`config.mk`:
```
export PLATFORM = sky130hd
export DESIGN_NAME = escaped_packet_deframer
export DESIGN_NICKNAME = d
export VERILOG_FILES = /design/src/rtl/core/epd_pkg.sv /design/src/rtl/core/epd_core.sv /design/src/rtl/core/escaped_packet_deframer.sv
export VERILOG_INCLUDE_DIRS = /design/src /design/src/rtl/core
export SDC_FILE = /design/constraint.sdc
export NUM_CORES = 1
export LEC_CHECK = 0
export CAP_MARGIN = 40
export CORE_MARGIN = 2
export CORE_UTILIZATION = 36
export CTS_BUF_LIST = sky130_fd_sc_hd__clkbuf_2
export CTS_CLUSTER_SIZE = 28
export DETAILED_ROUTE_END_ITERATION = 6
export DONT_BUFFER_PORTS = 1
export PLACE_DENSITY = 0.55
export SLEW_MARGIN = 10
export SYNTH_ARGS = -nofsm -noshare
export SYNTH_HDL_FRONTEND = slang
export SYNTH_SLANG_ARGS = --single-unit
```
`constraint.sdc`:
```
create_clock -name clk -period 6.64 [get_ports clk]
set_input_delay 0 -clock clk [delete_from_list [all_inputs] [get_ports clk]]
set_output_delay 0 -clock clk [all_outputs]
set_load 0.02 [all_outputs]
```
`src/rtl/core/escaped_packet_deframer_macros.svh`:
```
// ---------------------------------------------------------------------------
// Escaped packet deframer assertion macros
// Concurrent assertion helpers. Simulation only; they expand to nothing in
// synthesis.
// ---------------------------------------------------------------------------
`ifndef ESCAPED_PACKET_DEFRAMER_MACROS_SVH
`define ESCAPED_PACKET_DEFRAMER_MACROS_SVH

`ifndef SYNTHESIS

// Same-cycle implication, disabled while reset is asserted.
`define EPD_ASSERT_IMPLY(label, clock, resetn, ante, cons, msg) \
    label: assert property (@(posedge clock) disable iff (!(resetn)) \
        (ante) |-> (cons)) else $error(msg);

// Next-cycle implication, disabled while reset is asserted.
`define EPD_ASSERT_NEXT(label, clock, resetn, ante, cons, msg) \
    label: assert property (@(posedge clock) disable iff (!(resetn)) \
        (ante) |=> (cons)) else $error(msg);

`else

`define EPD_ASSERT_IMPLY(label, clock, resetn, ante, cons, msg)
`define EPD_ASSERT_NEXT(label, clock, resetn, ante, cons, msg)

`endif

`endif

```
`src/rtl/core/epd_pkg.sv`:
```
// ---------------------------------------------------------------------------
// Escaped packet deframer package
// Shared widths, byte codes, status codes and the per-word result type.
// ---------------------------------------------------------------------------
package epd_pkg;

    localparam int BYTE_W   = 8;
    localparam int COUNT_W  = 11;
    localparam int STATUS_W = 3;

    // Line codes.
    localparam logic [BYTE_W-1:0] END_BYTE      = 8'hFF;
    localparam logic [BYTE_W-1:0] ESC_BYTE      = 8'hFE;
    localparam logic [BYTE_W-1:0] ESC_CODE_FE   = 8'h00;
    localparam logic [BYTE_W-1:0] ESC_CODE_FF   = 8'h01;

    // Raw bytes allowed beyond the payload: length and checksum plus one.
    localparam logic [COUNT_W-1:0] RAW_MARGIN   = 11'd3;

    // Reset value of the maximum payload register.
    localparam logic [COUNT_W-1:0] MAX_PAYLOAD_RESET = 11'd1024;

    typedef enum logic [STATUS_W-1:0] {
        STATUS_OK          = 3'd0,
        STATUS_TOO_SHORT   = 3'd1,
        STATUS_LEN_MISMATCH = 3'd2,
        STATUS_SUM_MISMATCH = 3'd3,
        STATUS_OVERFLOW    = 3'd4
    } status_t;

    // One result produced by processing a raw byte.
    typedef struct packed {
        logic                 has_result;
        logic [BYTE_W-1:0]    out_byte;
        logic                 is_end;
        status_t              status;
        logic [COUNT_W-1:0]   payload_length;
    } step_result_t;

endpackage

```
`src/rtl/core/epd_core.sv`:
```
// ---------------------------------------------------------------------------
// Escaped packet deframer core
// Packet state and the single-pass decode of one raw byte per step.
// ---------------------------------------------------------------------------
module epd_core
(
    input  logic                          clk,
    input  logic                          rst_n,
    input  logic                          step,
    input  logic [epd_pkg::BYTE_W-1:0]    raw_byte,
    input  logic [epd_pkg::COUNT_W-1:0]   raw_limit,
    output epd_pkg::step_result_t         result
);

    import epd_pkg::*;

    logic                  escape_pending_reg, escape_pending_next;
    logic [BYTE_W-1:0]     held0_reg, held0_next;
    logic [BYTE_W-1:0]     held1_reg, held1_next;
    logic [1:0]            held_count_reg, held_count_next;
    logic [COUNT_W-1:0]    payload_count_reg, payload_count_next;
    logic [BYTE_W-1:0]     payload_sum_reg, payload_sum_next;
    logic [COUNT_W-1:0]    raw_count_reg, raw_count_next;

    logic [COUNT_W-1:0]    raw_count_inc;
    logic                  push;
    logic [BYTE_W-1:0]     push_byte;
    logic [BYTE_W-1:0]     check_sum;

    assign raw_count_inc = raw_count_reg + 11'd1;
    assign check_sum     = ~(payload_sum_reg + held0_reg);

    always_comb
    begin
        escape_pending_next = escape_pending_reg;
        held0_next          = held0_reg;
        held1_next          = held1_reg;
        held_count_next     = held_count_reg;
        payload_count_next  = payload_count_reg;
        payload_sum_next    = payload_sum_reg;
        raw_count_next      = raw_count_reg;
        push                = 1'b0;
        push_byte           = raw_byte;
        result              = '0;
        result.status       = STATUS_OK;

        if (step)
        begin
            if (raw_byte == END_BYTE || raw_count_inc >= raw_limit)
            begin
                // End of packet or raw overflow: report and restart.
                result.has_result     = 1'b1;
                result.is_end         = 1'b1;
                result.payload_length = payload_count_reg;
                if (raw_byte != END_BYTE)
                    result.status = STATUS_OVERFLOW;
                else if (held_count_reg != 2'd2)
                    result.status = STATUS_TOO_SHORT;
                else if (payload_count_reg != {3'b000, held0_reg})
                    result.status = STATUS_LEN_MISMATCH;
                else if (held1_reg != check_sum)
                    result.status = STATUS_SUM_MISMATCH;
                else
                    result.status = STATUS_OK;
                escape_pending_next = 1'b0;
                held0_next          = '0;
                held1_next          = '0;
                held_count_next     = '0;
                payload_count_next  = '0;
                payload_sum_next    = '0;
                raw_count_next      = '0;
            end
            else
            begin
                raw_count_next      = raw_count_inc;
                escape_pending_next = 1'b0;
                if (escape_pending_reg && raw_byte == ESC_CODE_FE)
                begin
                    push      = 1'b1;
                    push_byte = ESC_BYTE;
                end
                else if (escape_pending_reg && raw_byte == ESC_CODE_FF)
                begin
                    push      = 1'b1;
                    push_byte = END_BYTE;
                end
                else if (raw_byte == ESC_BYTE)
                begin
                    // A lone escape before another escape is simply dropped.
                    escape_pending_next = 1'b1;
                end
                else
                begin
                    push = 1'b1;
                end
            end

            if (push)
            begin
                if (held_count_reg == 2'd2)
                begin
                    // The oldest held byte is now known to be payload.
                    result.has_result  = 1'b1;
                    result.out_byte    = held0_reg;
                    payload_sum_next   = payload_sum_reg + held0_reg;
                    payload_count_next = payload_count_reg + 11'd1;
                    held0_next         = held1_reg;
                    held1_next         = push_byte;
                end
                else if (held_count_reg == 2'd1)
                begin
                    held1_next      = push_byte;
                    held_count_next = 2'd2;
                end
                else
                begin
                    held0_next      = push_byte;
                    held_count_next = 2'd1;
                end
            end
        end
    end

    always_ff @(posedge clk or negedge rst_n)
    begin
        if (!rst_n)
        begin
            escape_pending_reg <= 1'b0;
            held0_reg          <= '0;
            held1_reg          <= '0;
            held_count_reg     <= '0;
            payload_count_reg  <= '0;
            payload_sum_reg    <= '0;
            raw_count_reg      <= '0;
        end
        else
        begin
            escape_pending_reg <= escape_pending_next;
            held0_reg          <= held0_next;
            held1_reg          <= held1_next;
            held_count_reg     <= held_count_next;
            payload_count_reg  <= payload_count_next;
            payload_sum_reg    <= payload_sum_next;
            raw_count_reg      <= raw_count_next;
        end
    end

endmodule

```
`src/rtl/core/escaped_packet_deframer.sv`:
```
// ---------------------------------------------------------------------------
// Escaped packet deframer
// Decodes a byte-stuffed line stream into payload words and one status word
// per packet, checking the trailing length and checksum bytes.
// ---------------------------------------------------------------------------
//
//   channel   direction  handshake              payload
//   -------   ---------  ---------------------  -------------------------------
//   input     in         in_valid / in_stall    raw_byte
//   output    out        out_valid / out_stall  out_byte, is_end, status,
//                                               payload_length
//   config    in         cfg_wr_en              cfg_wr_data (max payload)
//
// Each accepted word is held in the input register and is decoded from there
// straight into the output register, so one word a cycle is sustained while
// the output does not stall; a result is registered when its word is decoded.
// Reset clears all packet state and loads the maximum payload with 1024.
// A stall on a full output holds both registers; the input keeps taking words
// while its register is empty or being drained in the same cycle.
//
module escaped_packet_deframer
#(
    parameter int PAYLOAD_LIMIT = 1024
)
(
    input  logic                           clk,
    input  logic                           rst_n,
    input  logic                           cfg_wr_en,
    input  logic [epd_pkg::COUNT_W-1:0]    cfg_wr_data,
    input  logic                           in_valid,
    output logic                           in_stall,
    input  logic [epd_pkg::BYTE_W-1:0]     raw_byte,
    output logic                           out_valid,
    input  logic                           out_stall,
    output logic [epd_pkg::BYTE_W-1:0]     out_byte,
    output logic                           is_end,
    output logic [epd_pkg::STATUS_W-1:0]   status,
    output logic [epd_pkg::COUNT_W-1:0]    payload_length
);

    import epd_pkg::*;

    `include "escaped_packet_deframer_macros.svh"

    localparam logic [COUNT_W-1:0] LIMIT = COUNT_W'(PAYLOAD_LIMIT);

    // Configuration register.
    logic [COUNT_W-1:0]  max_payload_reg;
    logic [COUNT_W-1:0]  eff_payload;
    logic [COUNT_W-1:0]  raw_limit;

    // Input register.
    logic                in_reg_valid_reg, in_reg_valid_next;
    logic [BYTE_W-1:0]   in_reg_byte_reg;

    // Output register.
    logic                out_valid_reg, out_valid_next;
    logic [BYTE_W-1:0]   out_byte_reg;
    logic                is_end_reg;
    status_t             status_reg;
    logic [COUNT_W-1:0]  payload_length_reg;

    logic                out_free;
    logic                step;
    logic                in_accept;
    step_result_t        core_result;

    // Out-of-range settings are clamped: zero behaves as one and anything
    // above the build limit behaves as the limit.
    always_comb
    begin
        if (max_payload_reg == '0)
            eff_payload = 11'd1;
        else if (max_payload_reg > LIMIT)
            eff_payload = LIMIT;
        else
            eff_payload = max_payload_reg;
    end

    assign raw_limit = eff_payload + RAW_MARGIN;

    // The output register can take a new result when it is empty or its
    // current word leaves this cycle. The buffered input word is decoded
    // only then, so a word that yields a result never finds it occupied.
    assign out_free  = !out_valid_reg || !out_stall;
    assign step      = in_reg_valid_reg && out_free;
    assign in_stall  = in_reg_valid_reg && !out_free;
    assign in_accept = in_valid && !in_stall;

    always_comb
    begin
        if (in_accept)
            in_reg_valid_next = 1'b1;
        else if (step)
            in_reg_valid_next = 1'b0;
        else
            in_reg_valid_next = in_reg_valid_reg;

        if (step && core_result.has_result)
            out_valid_next = 1'b1;
        else if (out_valid_reg && !out_stall)
            out_valid_next = 1'b0;
        else
            out_valid_next = out_valid_reg;
    end

    epd_core u_core
    (
        .clk       (clk),
        .rst_n     (rst_n),
        .step      (step),
        .raw_byte  (in_reg_byte_reg),
        .raw_limit (raw_limit),
        .result    (core_result)
    );

    always_ff @(posedge clk or negedge rst_n)
    begin
        if (!rst_n)
        begin
            max_payload_reg  <= MAX_PAYLOAD_RESET;
            in_reg_valid_reg <= 1'b0;
            out_valid_reg    <= 1'b0;
        end
        else
        begin
            if (cfg_wr_en)
                max_payload_reg <= cfg_wr_data;
            in_reg_valid_reg <= in_reg_valid_next;
            out_valid_reg    <= out_valid_next;
        end
    end

    // Payload registers carry no reset.
    always_ff @(posedge clk)
    begin
        if (in_accept)
            in_reg_byte_reg <= raw_byte;
        if (step && core_result.has_result)
        begin
            out_byte_reg       <= core_result.out_byte;
            is_end_reg         <= core_result.is_end;
            status_reg         <= core_result.status;
            payload_length_reg <= core_result.payload_length;
        end
    end

    assign out_valid      = out_valid_reg;
    assign out_byte       = out_byte_reg;
    assign is_end         = is_end_reg;
    assign status         = status_reg;
    assign payload_length = payload_length_reg;

    // A payload word always carries a clear status and a zero length.
    `EPD_ASSERT_IMPLY(a_payload_clean, clk, rst_n, out_valid && !is_end, status == STATUS_OK && payload_length == '0, "payload word with status or length set")

    // No packet can report more payload than the build limit allows.
    `EPD_ASSERT_IMPLY(a_length_bound, clk, rst_n, out_valid && is_end, payload_length <= LIMIT, "reported length above limit")

    // The input is held off only while a buffered word waits for the output.
    `EPD_ASSERT_IMPLY(a_stall_cause, clk, rst_n, in_stall, in_reg_valid_reg && out_valid && out_stall, "input stalled without a waiting word")

    // A word decoded into a result must show on the output next cycle.
    `EPD_ASSERT_NEXT(a_result_shown, clk, rst_n, step && core_result.has_result, out_valid, "decoded result not presented")

endmodule
```
After elaboration in Yosys (flattened, before gate mapping)
Index checks and enable logic that the tools add are counted.
{ "classes": {"shifts": 0, "n_addsub": 4, "n_reduce_logical": 21, "mul": 0, "n_lt_le_gt_ge": 2, "n_eq_ne": 9, "mux": 46, "div": 0, "n_bitwise": 3} }
{ "ops": {"columns": ["operator", "n"], "rows": [
  ["$mux W8", 14],
  ["$mux W11", 6],
  ["$mux W24", 1],
  ["$add A11 B1 Y11 const B", 2],
  ["$mux W9", 2],
  ["$eq A8 B8 Y1 const B", 2],
  ["$mux W15", 1],
  ["$mux W1", 14],
  ["$add A11 B2 Y11 const B", 1],
  ["$ge A11 B11 Y1", 1],
  ["$gt A11 B11 Y1 const B", 1],
  ["$logic_not A11 Y1", 1],
  ["$ne A11 B8 Y1", 1],
  ["$mux W2", 5],
  ["$mux W3", 3],
  ["$add A8 B8 Y8", 1],
  ["$eq A8 B1 Y1 const B", 1],
  ["$logic_not A8 Y1", 1],
  ["$ne A8 B8 Y1", 1],
  ["$ne A8 B8 Y1 const B", 1],
  ["$not A8 Y8", 1],
  ["$logic_and A1 B1 Y1", 7],
  ["$logic_not A1 Y1", 4],
  ["$reduce_bool A2 Y1", 2],
  ["other kinds (9)", 11]
]} }
{ "word_totals": {"output_inout_bits": 25, "memories": 0, "in_bits": 24, "romBits": 0, "ramBits": 0, "latchBits": 0, "register_bits": 93, "elab_cells": 102} }

Longest topological paths before layout
Gate-level depths: netlist (run 1).
{ "logic_depth": {"word_depth": 12, "mapped_depth": 18, "ltp_nobuf": 16} }

Cells and area by module
Synthesis (run 1) repeated with hierarchy kept, for this count alone.
{ "unflattened": {"cells_unflattened": 469, "area_unflattened_um2": 5113.7} }
{ "modules_own_cells": {"columns": ["mod", "cells_per_inst", "seq_area_each_um2", "n_inst", "area_each_um2"], "rows": [
  ["epd_core", 360, 1226.2, 1, 3428.3],
  ["escaped_packet_deframer", 109, 1257.5, 1, 1685.4]
]} }

Least setup slack after synthesis (run 1)
Ideal clock, no wire load.
{ "synth_timing": {"path_type": "flip-flop to flip-flop", "startpoint": "register max_payload_reg[2]", "endpoint": "register is_end_reg (netlist: is_end), enable pin", "synth_period_minus_slack_ns": 3.724, "t_arrival_ns": 3.428, "setup_time_ns": 0.295, "path_slack_ns": 2.916, "required_ns": 6.345, "path_stages_with_launch": 18, "path_buffers": 2, "path_cell_list": "dfrtp_1 nor4_1 a31oi_1 or2_2 ha_1 nor2_1 and3_1 xor2_1 nand2b_1 ha_1 nand4_1 o21ai_0 or3_4 a21o_1 buf_6 o21ai_4 buf_6 inv_2"} }
{ "synth_between": {"elab_chain_len": 11, "word_cells_on_any_way": 14, "classes_between": "1 x add/sub; 2 x order compare; 8 x mux; 3 x reduce/logical"} }
{ "synth_rtl": {"columns": ["element", "line", "text"], "rows": [
  ["start: declaration", "escaped_packet_deframer.sv:48", "logic [COUNT_W-1:0] max_payload_reg;"],
  ["start signal: assignment", "escaped_packet_deframer.sv:128", "max_payload_reg <= cfg_wr_data;"],
  ["$gt A11 B11 Y1", "escaped_packet_deframer.sv:74", "else if (max_payload_reg > LIMIT)"],
  ["$mux W11", "escaped_packet_deframer.sv:74", null],
  ["$mux W11 (*)", "escaped_packet_deframer.sv:72", "if (max_payload_reg == '0)"],
  ["$add A11 B2 Y11 (*)", "escaped_packet_deframer.sv:80", "assign raw_limit = eff_payload + RAW_MARGIN;"],
  ["$ge A11 B11 Y1 (*)", "epd_core.sv:49", "if (raw_byte == END_BYTE || raw_count_inc >= raw_limit)"],
  ["$logic_or A1 B1 Y1 (*)", "epd_core.sv:49", null],
  ["$mux W1", "epd_core.sv:49", null],
  ["$mux W9 / $mux W1 (equally long branches)", "epd_core.sv:100, epd_core.sv:47", null],
  ["$mux W9 (*)", "epd_core.sv:98", "if (push)"],
  ["$mux W24 (*)", "epd_core.sv:47", "if (step)"],
  ["$logic_and A1 B1 Y1 (*)", "escaped_packet_deframer.sv:139", "if (step && core_result.has_result)"],
  ["end signal: assignment", "escaped_packet_deframer.sv:142", "is_end_reg <= core_result.is_end;"],
  ["end: declaration", "escaped_packet_deframer.sv:59", "logic is_end_reg;"]
]} }
Mark *: on every way between the ends. The rest lies on a longest branch, timed or not. The select of a mux whose other input is x is not followed.
A chain may end at the register's enable or synchronous reset.

Worst setup path in the final report (run 1)
{ "layout_timing": {"startpoint": "register max_payload_reg[2]", "endpoint": "register payload_length_reg[1] (netlist: payload_length[1]), enable pin"} }
{ "layout_between": {"elab_chain_len": 11, "word_cells_on_any_way": 14, "classes_between": "1 x add/sub; 2 x order compare; 8 x mux; 3 x reduce/logical"} }
{ "layout_rtl": {"columns": ["element", "line", "text"], "rows": [
  ["$gt A11 B11 Y1", "escaped_packet_deframer.sv:74", null],
  ["$mux W11", "escaped_packet_deframer.sv:74", null],
  ["$mux W11 (*)", "escaped_packet_deframer.sv:72", null],
  ["$add A11 B2 Y11 (*)", "escaped_packet_deframer.sv:80", null],
  ["$ge A11 B11 Y1 (*)", "epd_core.sv:49", null],
  ["$logic_or A1 B1 Y1 (*)", "epd_core.sv:49", null],
  ["$mux W1", "epd_core.sv:49", null],
  ["$mux W9 / $mux W1 (equally long branches)", "epd_core.sv:100, epd_core.sv:47", null],
  ["$mux W9 (*)", "epd_core.sv:98", null],
  ["$mux W24 (*)", "epd_core.sv:47", null],
  ["$logic_and A1 B1 Y1 (*)", "escaped_packet_deframer.sv:139", null],
  ["end signal: assignment", "escaped_packet_deframer.sv:144", "payload_length_reg <= core_result.payload_length;"],
  ["end: declaration", "escaped_packet_deframer.sv:61", "logic [COUNT_W-1:0] payload_length_reg;"]
]} }
Marks and branches as above.

==> results of run 1 <==
## layout make-up
| cell class | instances | area, µm² |
|---|---|---|
| Timing Repair Buffer | 50 | 533.0 |
| Fill cell | 1316 | 7971 |
| Inverter | 8 | 30.03 |
| Sequential cell | 93 | 2484 |
| Clock inverter | 4 | 50.05 |
| Multi-Input combinational cell | 351 | 2474 |
| Clock buffer | 12 | 60.06 |
| Tap cell | 180 | 225.2 |
## per-layer routing
metal | up-vias | wire length [µm] | track usage (%)
met1 | 1800 | 5687 | 22.58
li1 | 1825 | - | -
met5 | - | 0 | 0
met2 | 72 | 5324 | 25.87
met4 | 0 | 127 | 4.167
met3 | 7 | 403 | 4.833
## where the power goes
part / internal [mW] / switching, mW
Clock: 0.0905 / 0.197
Combinational: 0.459 / 0.516
Sequential: 0.758 / 0.224
Total: 1.31 / 0.937
## cells in the mapped netlist, types with 5 or more instances
library cell  instances  share of area [%]
a211oi_1              5               0.74
and3b_1               7                1.2
nand2b_1              8               0.99
nand3_1              23                2.3
nor2_1               37                2.7
a21o_1                9                1.3
a221o_1              13                2.6
a22o_1                8                1.4
and3_1               17                2.1
nand2_1              39                2.9
nor4_1                9                1.1
mux2_2               12                2.7
o2bb2ai_1             8                1.4
dfrtp_1              61                 30
nor3_1                8               0.79
a21oi_1               9               0.89
and2_1               12                1.5
edfxtp_1             31                 18
o21ai_0              20                2.0
clkbuf_1             11               0.81
ha_1                 21                5.2
xor2_1               18                3.1
inv_1                 7               0.52
xnor2_1              23                4.0
## logic make-up (layout without fill, tap and decap cells)
family | count (synthesis) | in the layout | synth area share [%]
xor gates and xnor gates | 42 | 42 | 7.531
AOI/OAI and AO/OA | 94 | 94 | 14.05
DFF | 93 | 93 | 49.01
muxes | 13 | 13 | 2.864
and+or+nand+nor | 180 | 180 | 18.64
buffers and inverters | 26 | 74 | 2.321
adders and majority gates | 22 | 22 | 5.580
## through the flow
step           util (%)  std cells  power, mW
2_1_floorplan         -        470      1.706
3_3_place_gp      37.86        635      1.901
3_5_place_dp      37.97        636      1.936
4_1_cts           42.13        695      2.265
5_1_grt           42.35        698      2.426
6_report          42.35        698      2.245
## final timing paths
kind                                     startpoint                       end  cells after the start
hold / removal                            cfg_wr_en        max_payload_reg[8]                      2
max in group asynchronous                     rst_n          in_reg_valid_reg                      4
min in group asynchronous                     rst_n       max_payload_reg[10]                      3
hold reg to reg            u_core.raw_count_reg[10]  u_core.raw_count_reg[10]                      2
setup / recovery                 max_payload_reg[2]         payload_length[1]                     16
setup reg to reg                 max_payload_reg[2]         payload_length[1]                     16
## worst max-delay path, delay by kind of cell, from the launching register on
family | cells | cell delay, ps
flip-flops | 1 | 510
buffers and inverters | 2 | 610
AO/OA/AOI/OAI | 4 | 860
AND/OR/NAND/NOR | 7 | 1510
XOR/XNOR | 1 | 150
adder cells (fa/ha/maj) | 2 | 520
==> flow_metrics.tcl, run 1 <==
set metrics [dict create \
    htreeDepth 3 \
    fin_crit_ps 4502 \
    synth_nets 516 \
    ys_seq_area_share_pct 49.01 \
    fin_ws_ps 2138 \
    top_level_ports 49 \
    maxCapViolCount 0 \
    core_um2 13830 \
    clockBufferDepth 2 \
    period_share_pct 67.80 \
    antenna_found_initial 0 \
    syn_area_um2 5067 \
    fin_area_um2 5856 \
    antenna_cells 0 \
    cts_hold_buf 43 \
    grt_pass1_vias 3742 \
    timing.hold.ws_ps 67.11 \
    wire_per_inst_um 16.54 \
    die_h_um 122.6 \
    setup_viol_count_final 0 \
    gr-usage-all-layers_pct 16.55 \
    hpwlAfterDp_um 7929 \
    tightestPinTransition_ps 871.5 \
    post-route-drc-count 0 \
    path_common_cell "ha_1" \
    grt_max_degree 62 \
    clk_latency_ps 600 \
    antenna_left 0 \
    worst-endpoint-arrival_ps 4780 \
    synth_edf_count 31 \
    area_delta_synth_final_pct 15.56 \
    cp_slowest_cell "dfrtp_1" \
    drtPass1Iterations 4 \
    drive_gt1_share_pct 9.459 \
    setup_tns_ps 0 \
    routed_wl_um 11540 \
    outcome "finished, final reports clean" \
    min_path_type "input pin to flop" \
    synth_seq_cells 93 \
    post-cts-setup-buffers 0 \
    cp.required_ps 6920 \
    relSlewSlack_pct 41.45 \
    grt_pass1_wl_um 19170 \
    synth_top_flop_cell "dfrtp_1" \
    hold_viol 0 \
    fin_skew_ps 40.71 \
    placed_area_um2 5250 \
    max_stage_delay_ps 510 \
    gr-total-overflow 0 \
    vias 3704 \
    syn_inst 470 \
    slew_viol_final 0 \
    viasPerCell 5.307 \
    die_w_um 122.6 \
    initial_core_util_pct 36.65 \
    start_kind "flop" \
    port_buffers 0 \
    first_iter_violations 197 \
    postSynthAreaPerCell_um2 10.78 \
    ir_drop_mv 0.1351 \
    powerDensity_nw_per_um2 383.3 \
    cp_max_fo 28 \
    cts.sinks 93 \
    crit_chain "nor4_1 > a31oi_1 > or2_2 > ha_1 > nor2_1 > and3_1 > xor2_1 > nand2b_1 > ha_1 > nand4_1 > o21ai_0 > or3_4 > a21o_1 > buf_4 > o21ai_4 > inv_2" \
    gp_congestion 0.7814 \
    r2r_slack_ps 2140 \
    layout_commonest_cell "dfrtp_1" \
    fin_nets 559 \
    final_cell_mix "dfrtp_1 (61), dlygate4sd3_1 (44), nand2_1 (39), nor2_1 (37), edfxtp_1 (31)" \
    die_area_um2 15040 \
    clk_pin_slew_ps 260 \
    setup.worst_path.end_class "flop" \
    async_flop_share_pct 66.67 \
    post_cts_resized 0 \
    max_freq_mhz 222.1 \
    root_buffer "clkbuf_2" \
    yosys_warnings 0 \
    crit_type "flop to flop" \
    cts_made_buffers 9 \
    place_ws_ps 2193 \
    cts_tree "built" \
    power_leakage_nw 2.500 \
    rows 43 \
    rsz0062_at_grt "no" \
    synth_cell_type_count 61 \
]
(Power assumes the default switching activity.)
==> inputs of run 2 (changes only) <==
--- a/config.mk
+++ b/config.mk
@@ -6,6 +6,7 @@
 export SDC_FILE = /design/constraint.sdc
 export NUM_CORES = 1
 export LEC_CHECK = 0
+export ABC_AREA = 1
 export CAP_MARGIN = 40
 export CORE_MARGIN = 2
 export CORE_UTILIZATION = 36
@@ -13,7 +14,7 @@
 export CTS_CLUSTER_SIZE = 28
 export DETAILED_ROUTE_END_ITERATION = 6
 export DONT_BUFFER_PORTS = 1
-export PLACE_DENSITY = 0.55
+export PLACE_DENSITY = 0.57
 export SLEW_MARGIN = 10
 export SYNTH_ARGS = -nofsm -noshare
 export SYNTH_HDL_FRONTEND = slang
==> constraint.sdc (replaced) <==
create_clock -name clk -period 3.6 [get_ports clk]
set_input_delay 0 -clock clk [delete_from_list [all_inputs] [get_ports clk]]
set_output_delay 0 -clock clk [all_outputs]
set_load 0.02 [all_outputs]
==> flow_metrics.tcl, run 2 <==
set metrics [dict create \
    outcome "finished, final reports clean" \
    cts_made_buffers 9 \
    max_freq_mhz 284.8 \
    ir_drop_mv 0.2838 \
    port_buffers 0 \
    antenna_left 0 \
    synth_nets 794 \
    fin_ws_ps 88.26 \
    synth_top_area_share_pct 26.96 \
    antenna_cells 0 \
    htreeDepth 3 \
    layout_commonest_cell "nand2_1" \
    grt_pass1_wl_um 22920 \
    viasPerCell 4.680 \
    ys_top_cells_by_area "dfrtp_1 (27%), edfxtp_1 (16%), nand2_1 (16%)" \
    utilization_pct 44.14 \
    syn_area_um2 5663 \
    die_h_um 129.4 \
    synth_top_flop_cell "dfrtp_1" \
    gp_congestion 0.8449 \
    clockBufferDepth 2 \
    drive_gt1_share_pct 12.70 \
    power_mw 5.823 \
    yosys.area.top_type "dfrtp_1" \
    gr-total-overflow 0 \
    clk_latency_ps 590 \
    crit_type "flop to flop" \
    synth_seq_cells 93 \
    grt_pass1_vias 4618 \
    gr-usage-all-layers_pct 17.42 \
    powerDensity_nw_per_um2 861.3 \
    grt_max_degree 62 \
    area_delta_synth_final_pct 19.38 \
    top_level_ports 49 \
    tightestPinTransition_ps 633.1 \
    fin_crit_ps 3512 \
    initial_core_util_pct 36.98 \
    worst-endpoint-arrival_ps 3820 \
    die_w_um 129.4 \
    min_path_type "input pin to flop" \
    synth_cell_type_count 36 \
    root_buffer "clkbuf_2" \
    setup.worst_path.end_class "flop" \
    wire_per_inst_um 13.58 \
    cp.required_ps 3910 \
    maxCapViolCount 0 \
    max_stage_delay_ps 410 \
    first_iter_violations 222 \
    cts.sinks 93 \
    fill_cells 1569 \
    fin_nets 852 \
    postSynthAreaPerCell_um2 7.571 \
    setup_viol_count_final 0 \
    rsz0062_at_grt "yes" \
    cts_tree "built" \
    relSlewSlack_pct 57.51 \
    power_leakage_nw 3.401 \
    rows 45 \
    hold_viol 0 \
    setup_tns_ps 0 \
    cp_max_fo 12 \
    synth_edf_count 31 \
    drtPass1Iterations 6 \
    cp_slowest_cell "dfrtp_1" \
    crit_chain "inv_1 > nand4_1 > o21ai_2 > nand2_2 > ha_2 > inv_2 > nand3_4 > nor2_4 > xnor2_1 > ha_1 > nand2_1 > nand2_1 > a21oi_4 > nand2_2 > nor2_4 > nand4_4 > nor2_8 > o21ai_4 > clkinvlp_4 > buf_12" \
    ys_seq_area_share_pct 43.86 \
    vias 4783 \
    syn_inst 748 \
    period_share_pct 97.55 \
    fin_skew_ps 37.73 \
    synthTopCellsByCount "nand2_1 (238), inv_1 (122), nor2_1 (65), dfrtp_1 (61), nand3_1 (56)" \
    routed_wl_um 13880 \
    antenna_found_initial 0 \
    fin_area_um2 6760 \
    finalNonFillerCells 1022 \
    async_flop_share_pct 66.67 \
    timing.hold.ws_ps 73.37 \
    core_um2 15310 \
    hpwlAfterDp_um 9869 \
    slew_viol_final 0 \
    dp.cells 956 \
    start_kind "flop" \
    die_area_um2 16750 \
    placed_area_um2 5966 \
    place_ws_ps 90.83 \
    yosys.cell_count.top_type "nand2_1" \
    final_cell_mix "nand2_1 (231), inv_1 (119), dfrtp_1 (61), nor2_1 (56), nand3_1 (48)" \
    clk_pin_slew_ps 230 \
    post-route-drc-count 0 \
    yosys_warnings 0 \
]
-- run 2: changes by cell type after synthesis, moves of 9 or more --
cell,before,now
and3_1,17,0
a21o_1,9,0
nand3_1,23,56
a221o_1,13,0
nor2_1,37,65
nand2_1,39,238
xnor2_1,23,5
nand4_1,3,21
and2_1,12,0
inv_1,7,122
mux2_2,12,1
-- run 2: kinds of logic (layout without fill, tap and decap cells) --
logic type / count (synthesis) / in the layout / share of synthesized area [%]
compound gates: 55 / 55 / 5.347
mux: 1 / 1 / 0.1988
fa+ha+maj: 22 / 22 / 4.993
flops: 93 / 93 / 43.86
simple gates: 409 / 409 / 31.68
xor+xnor: 26 / 26 / 4.021
buf+inv: 142 / 205 / 9.898
-- run 2: worst max-delay path: cells and delay by family, from the launching register on --
kind | cells | cell delay, ps
xor gates and xnor gates | 1 | 130
buffers and inverters | 4 | 500
adders and majority gates | 2 | 470
and+or+nand+nor | 10 | 1180
AOI/OAI and AO/OA | 3 | 560
DFF | 1 | 410
-- run 2: cell type report --
type	instances	area, µm²	share of cell area, %
clock buffers	10	50.05	0.7403
clock inverters	6	53.80	0.7959
inverters	127	483.0	7.144
multi-input cells	513	2786	41.22
flip-flops and latches	93	2484	36.74
well taps	211	264.0	3.905
repair buffers	62	639.4	9.458
-- run 2: worst paths after layout --
| check | startpoint | end | slack, ps | depth (start not counted) |
|---|---|---|---|---|
| worst max-delay path | max_payload_reg[8] | payload_length[1] | 90 | 20 |
| worst min-delay path | raw_byte[3] | in_reg_byte_reg[3] | 70 | 1 |
| worst max register to register | max_payload_reg[8] | payload_length[1] | 90 | 20 |
| worst min register to register | u_core.payload_sum_reg[4] | u_core.payload_sum_reg[4] | 520 | 2 |
| max in group asynchronous | rst_n | max_payload_reg[2] | 2720 | 4 |
| min in group asynchronous | rst_n | max_payload_reg[10] | 570 | 3 |
-- run 2: what timing repair did --
action | in CTS | in global routing
gates resized for setup | 1 | 53
hold buffers | 33 | 1
buffers inserted | 0 | 15
pin swaps | 0 | 25
endpoints found under the hold margin | 104 | 1
gates cloned | 0 | 1
setup endpoints to repair | 4 | 89
-- run 2: per-layer routing --
layer / up-vias / global-route usage, % / routed length, µm
met3: 13 / 3.675 / 515
met4: 0 / 4.491 / 193
met2: 85 / 29.35 / 6720
met1: 2197 / 22.94 / 6452
met5: - / 0 / 0
li1: 2488 / - / -
-- run 2: where the power goes --
group	total [mW]	switching (mW)	leakage, nW	internal, mW
Combinational	3.31	2.03	2.26	1.28
Clock	0.510	0.355	0.0644	0.155
Sequential	2.00	0.467	1.07	1.53
